--- src/rtl/core/gnmbfs_pkg.sv ---
package gnmbfs_pkg;

    localparam int NODES  = 64;
    localparam int IDX_W  = $clog2(NODES);
    localparam int NODE_W = 6;
    localparam int OPC_W  = 3;
    localparam int DIST_W = 6;

    localparam int IN_TDATA_W  = 16;
    localparam int OUT_TDATA_W = 16;

    localparam int Q_DEPTH = 2;
    localparam int QPTR_W  = $clog2(Q_DEPTH);
    localparam int QCNT_W  = $clog2(Q_DEPTH + 1);

    localparam logic [DIST_W-1:0] DIST_MAX = '1;

    localparam logic [OPC_W-1:0] OP_ADD_EDGE = 3'd0;
    localparam logic [OPC_W-1:0] OP_MARK     = 3'd1;
    localparam logic [OPC_W-1:0] OP_QUERY    = 3'd2;
    localparam logic [OPC_W-1:0] OP_ADJ_TEST = 3'd3;
    localparam logic [OPC_W-1:0] OP_CLEAR    = 3'd4;

    typedef enum logic [2:0] {
        K_NOP,
        K_ADD,
        K_MARK,
        K_QUERY,
        K_ADJ,
        K_CLEAR
    } t_kind;

    typedef struct packed {
        t_kind             kind;
        logic              a_ok;
        logic              b_ok;
        logic [NODE_W-1:0] a;
        logic [NODE_W-1:0] b;
    } t_cmd;

    // Packed so that status lands in the lowest bit.
    typedef struct packed {
        logic [DIST_W-1:0] distance;
        logic              found;
        logic              adjacent;
        logic              status;
    } t_res;

    typedef enum logic [2:0] {
        S_IDLE,
        S_ADD_A,
        S_ADD_B,
        S_ADJ,
        S_Q_TEST,
        S_Q_SCAN,
        S_Q_NEXT
    } t_state;

endpackage

--- src/rtl/core/gnmbfs_fifo.sv ---
module gnmbfs_fifo (
    input  logic            i_clk,
    input  logic            i_rst_n,
    input  logic            i_push,
    input  gnmbfs_pkg::t_cmd i_data,
    input  logic            i_pop,
    output logic            o_full,
    output logic            o_valid,
    output gnmbfs_pkg::t_cmd o_data
);

    gnmbfs_pkg::t_cmd r_q [gnmbfs_pkg::Q_DEPTH];
    logic [gnmbfs_pkg::QPTR_W-1:0] r_wp;
    logic [gnmbfs_pkg::QPTR_W-1:0] r_rp;
    logic [gnmbfs_pkg::QCNT_W-1:0] r_cnt;
    logic [gnmbfs_pkg::QPTR_W-1:0] n_wp;
    logic [gnmbfs_pkg::QPTR_W-1:0] n_rp;
    logic [gnmbfs_pkg::QCNT_W-1:0] n_cnt;
    logic                          do_pop;

    assign o_full  = (32'(r_cnt) == gnmbfs_pkg::Q_DEPTH);
    assign o_valid = (r_cnt != '0);
    assign o_data  = r_q[r_rp];
    assign do_pop  = i_pop && o_valid;

    always_comb begin
        n_wp  = r_wp;
        n_rp  = r_rp;
        n_cnt = r_cnt;
        if (i_push) begin
            n_wp = (32'(r_wp) == gnmbfs_pkg::Q_DEPTH - 1) ? '0 : r_wp + 1'b1;
        end
        if (do_pop) begin
            n_rp = (32'(r_rp) == gnmbfs_pkg::Q_DEPTH - 1) ? '0 : r_rp + 1'b1;
        end
        if (i_push && !do_pop) begin
            n_cnt = r_cnt + 1'b1;
        end else if (!i_push && do_pop) begin
            n_cnt = r_cnt - 1'b1;
        end
    end

    always_ff @(posedge i_clk) begin
        if (!i_rst_n) begin
            r_wp  <= '0;
            r_rp  <= '0;
            r_cnt <= '0;
        end else begin
            r_wp  <= n_wp;
            r_rp  <= n_rp;
            r_cnt <= n_cnt;
        end
    end

    always_ff @(posedge i_clk) begin
        if (i_push) begin
            r_q[r_wp] <= i_data;
        end
    end

endmodule

--- config.mk ---
export PLATFORM = sky130hd
export DESIGN_NAME = gnmbfs_fifo
export DESIGN_NICKNAME = d
export VERILOG_FILES = /design/src/rtl/core/gnmbfs_pkg.sv /design/src/rtl/core/gnmbfs_fifo.sv
export SDC_FILE = /design/constraint.sdc
export NUM_CORES = 1
export LEC_CHECK = 0
export BUFFER_PORTS_ARGS = -buffer_cell sky130_fd_sc_hd__buf_2
export CORE_MARGIN = 3
export CORE_UTILIZATION = 57
export CTS_BUF_LIST = sky130_fd_sc_hd__clkbuf_4
export DETAILED_ROUTE_END_ITERATION = 6
export PLACE_DENSITY = 0.95
export SYNTH_ARGS = -nofsm -noshare
export SYNTH_HDL_FRONTEND = slang
export SYNTH_SLANG_ARGS = --single-unit
--- constraint.sdc ---
create_clock -name i_clk -period 4.55 [get_ports i_clk]
set_clock_uncertainty 0.2 [all_clocks]
set_input_delay 0.6825 -clock i_clk [delete_from_list [all_inputs] [get_ports i_clk]]
set_output_delay 0.6825 -clock i_clk [all_outputs]
set_load 0.03 [all_outputs]
Yosys cells after proc, flatten, opt, wreduce, memory -nomap -nowiden --
Memories as Yosys holds them, arrays and structs flattened. A register that Yosys moved wholly into a read port is not among the register bits. Cells that the tools add are included.
Storage, ports and cells: bits in registers 4, bits in writable memories 34, input bits 21, logic and storage cells 24, memories 1
Memories:
- r_q | depth 2, width 17, rd ports 1, clocked after Yosys merged registers in 1, wr ports 1, RTL line gnmbfs_fifo.sv:12 | gnmbfs_pkg::t_cmd r_q [gnmbfs_pkg::Q_DEPTH];
Operators by class: add/subtract/negate cells 4, equality and inequality tests 1, muxes and demuxes 8, reductions and logical operators 7
Operators by type and width (count):
- 2-to-1 mux 1 bit | 6
- 2-to-1 mux 2 bit | 2
- nonzero test 2 bit | 2
- logical AND 1 bit | 3
- adder 1 bit (second input constant) | 2
- adder 2 x 1 -> 2 bit (second input constant) | 1
- == test 2 bit (second input constant) | 1
- logical NOT 1 bit | 2
- subtractor 2 x 1 -> 2 bit (second input constant) | 1

Longest topological paths before layout --
depth in word-level cells 5, mapped depth 5

Worst setup path after synthesis --
No wires, ideal clock.
kind input to register, start input i_push, end memory r_q[0][0] (netlist bit), enable pin, arrival 1.520 ns, setup slack 2.436 ns, stages on the path 1, cell sequence nor2b_1
On the way: longest elaborated chain between the ends 2
RTL lines:
- start: declaration | RTL line gnmbfs_fifo.sv:4 | input logic i_push,
- 2-to-1 mux 1 bit | RTL line gnmbfs_fifo.sv:56 | if (i_push) begin
- 2-to-1 mux 1 bit (implied by the code) | RTL line gnmbfs_fifo.sv:57 | r_q[r_wp] <= i_data;
- end: declaration | RTL line gnmbfs_fifo.sv:12
No other way between the ends.

==> impl_metrics.ini <==
[clock_tree]
cts.repair.resized = 0
clk_transition_reported_paths_ns = 0.11
clkSinkCount = 39
cts_bufs_inserted = 5
cts_max_level = 2
buffer_cell_driving_the_clock_tree_root = sky130_fd_sc_hd__clkbuf_4
cts_post_setup_buffers_inserted = 0
clockBufferDepth = 2
cts_tree = yes
hold_buffers = 0
insertion_delay_ns = 0.34

[power]
worst_ir_drop_vdd_uv = 411
power-per-cell-area_nw_per_um2 = 530
leakage_power_uw = 0.000664

[die]
starting_density_of_the_core_pct = 62.9
floorplan.die_area_sq_um = 3180
horizontal_extent_of_the_die_um = 56.4
core-area_sq_um = 2300
dieHeight_um = 56.4
pin_count = 40
placement_rows = 17

[timing]
timing.final.setup_violations = 0
max_freq_mhz = 385
timing.final.ws_setup_ns = 1.95
actual_slew_at_the_worst_max_slew_pin_ns = 0.769
min_period_ns = 2.60
rsz_0062_raised_after_global_routing = no
maxSlewViolCount = 0
hold_viol = 0
fin_tns_setup_ns = 0
slew_headroom_pct = 48.8
ratio_of_final_minimum_period_to_clock_period_pct = 57.1

[logic_synthesis]
syn_avg_cell_area_sq_um = 19.3
register_area_share_after_synthesis_pct = 77.6
yosysWarningCount = 0
synth.most_common_cell = sky130_fd_sc_hd__edfxtp_1
dominantRegCellSynth = sky130_fd_sc_hd__edfxtp_1
post_synth_num_cell_types = 16
post_synth_most_frequent_cells = sky130_fd_sc_hd__edfxtp_1, sky130_fd_sc_hd__mux2_2, sky130_fd_sc_hd__dfxtp_1
synthTopCellsByArea = sky130_fd_sc_hd__edfxtp_1, sky130_fd_sc_hd__mux2_2, sky130_fd_sc_hd__dfxtp_1, sky130_fd_sc_hd__and2_1, sky130_fd_sc_hd__nor2b_1
synthDominantAreaCellType = sky130_fd_sc_hd__edfxtp_1
syn-cell-area_sq_um = 1450
synth_seq_cells = 39
synth_top_area_share_pct = 70.6
synth_fp_nets = 97
number_of_enable_type_register_cells_in_the_synthesized_netlist = 34
ys_async_sr_fraction_pct = 0
synthesis.instances = 75

[place]
gp_congestion = 0.648
placement.setup.worst_slack_ns = 2.28
dpl.hpwl_mm = 1.64
count_of_input_and_output_buffers = 39

[drt]
remaining_drc_errors = 0
drt_wl_total_mm = 2.23
vias = 781
number_of_iterations_in_the_first_detailed_routing_pass = 3
vias_per_cell = 5.24
post_drt_wl_per_cell_um = 15.0
ant_nets = 0
drt_iter0_drc = 8

[layout]
multi_input_area_sq_um = 312
post_route_cells_drive_above_1_share_pct = 53.7
antenna_cells_inserted = 0
num-fill-cells = 154
seq_area_sq_um = 1120
layout.nets = 142
synthToLayoutAreaGrowth_pct = 19.3

[critical_path]
critical_path_peak_fanout = 17
worst-endpoint-arrival_ns = 1.72
crit_path_max_incr_delay_ns = 0.79
timing.setup.critical_path_class = register to primary output
worst_ep_required_time_ns = 3.67
timing.critical_path.from_type = register
critical_path.cell_chain = mux2_2, buf_2
timing.critical_path.slowest_stage_cell = sky130_fd_sc_hd__dfxtp_1
setup.worst_path.end_class = primary output

[global_route]
grt_first_pass_wirelength_mm = 3.69
grt_start_max_net_pins = 18
grt.met1_usage_pct = 16.4
global_route.usage.met3_pct = 7.59
grt.busiest_layer = met2
first_global_vias = 818
grt_antenna_before_repair = 0
globalRouteTotalUtil_pct = 15.9
use_met2_pct = 27.9
grt.overflow.total = 0

[hold_path]
worstHoldPathType = input pin to register

[outcome]
status = completed

[run]
maxCapViolCount = 0
## layout make-up
cell class	instances	share of cell area, %
flip-flops and latches	39	65.0
multi-input cells	34	18.1
repair buffers	40	11.8
clock buffers	6	2.61
well taps	28	2.03
clock inverters	2	0.508
## stage by stage
stage | instance area, sq um | std cells | hold slack, ns | utilization [%] | total power (uW)
4_1_cts | 1720 | 149 | 0.303 | 75.1 | 928
3_5_place_dp | 1670 | 141 | 0.323 | 72.7 | 762
3_3_place_gp | 1670 | 141 | 0.285 | 72.7 | 749
5_1_grt | 1720 | 149 | 0.285 | 75.1 | 968
6_report | 1720 | 149 | 0.328 | 75.1 | 914
2_1_floorplan | 1450 | 75 | 0.274 | - | 690
## registers in the layout, indices dropped and copies added, names as in the netlist, named ones only
register,cells
r_rp,1
r_q,34
r_cnt,2
r_wp,1
## layout by cell type, fill, tap and decap left out
master | synthesis | layout
sky130_fd_sc_hd__xnor2_1 | 2 | 2
sky130_fd_sc_hd__clkbuf_4 | 0 | 6
sky130_fd_sc_hd__clkinv_2 | 0 | 1
sky130_fd_sc_hd__clkinv_1 | 0 | 1
sky130_fd_sc_hd__and2_1 | 4 | 4
sky130_fd_sc_hd__o21ai_0 | 1 | 1
sky130_fd_sc_hd__xor2_1 | 1 | 1
sky130_fd_sc_hd__buf_2 | 1 | 39
sky130_fd_sc_hd__a21boi_1 | 1 | 1
sky130_fd_sc_hd__ha_1 | 1 | 1
sky130_fd_sc_hd__o21ai_1 | 1 | 1
sky130_fd_sc_hd__or2_2 | 1 | 1
sky130_fd_sc_hd__o21a_1 | 1 | 1
sky130_fd_sc_hd__edfxtp_1 | 34 | 34
sky130_fd_sc_hd__dfxtp_1 | 5 | 5
sky130_fd_sc_hd__nor2b_1 | 3 | 3
sky130_fd_sc_hd__buf_4 | 1 | 1
sky130_fd_sc_hd__or3_1 | 1 | 1
sky130_fd_sc_hd__mux2_2 | 17 | 17
## routing by layer
layer	vias up	wire length (um)
met5	-	0
met4	0	0
met3	0	142
met2	23	1220
met1	382	865
li1	376	-
## path summary, 6_finish.rpt
kind                            startpoint   endpoint  slack (ns)  depth (start not counted)
worst max-delay path              register  o_data[3]        1.95                          2
worst min-delay path             i_data[0]  r_q[0][0]        0.33                          1
worst max register to register        r_wp  r_q[0][7]        2.88                          2
worst min register to register    r_cnt[1]   r_cnt[1]        0.33                          2
## critical path, delay by kind of cell (launching register included)
family | cells | cell delay (ns)
mux | 1 | 0.41
buf+inv | 1 | 0.18
flops | 1 | 0.79
## power by group
| part | switching (uW) | leakage [uW] | internal [uW] |
|---|---|---|---|
| clock | 100 | 0.0000331 | 64.0 |
| sequential | 39.1 | 0.000360 | 423 |
| combinational | 166 | 0.000271 | 122 |
## cells by family (layout without fill, tap and decap cells)
kind of cell | after synthesis | after routing | share of synthesized area (%)
AO/OA/AOI/OAI | 4 | 4 | 1.73
XOR/XNOR | 3 | 3 | 1.82
adder cells (fa/ha/maj) | 1 | 1 | 0.866
buffers and inverters | 2 | 48 | 0.866
flip-flops | 39 | 39 | 77.6
multiplexers | 17 | 17 | 13.2
AND/OR/NAND/NOR | 9 | 9 | 3.90
(Power assumes the default switching activity.)
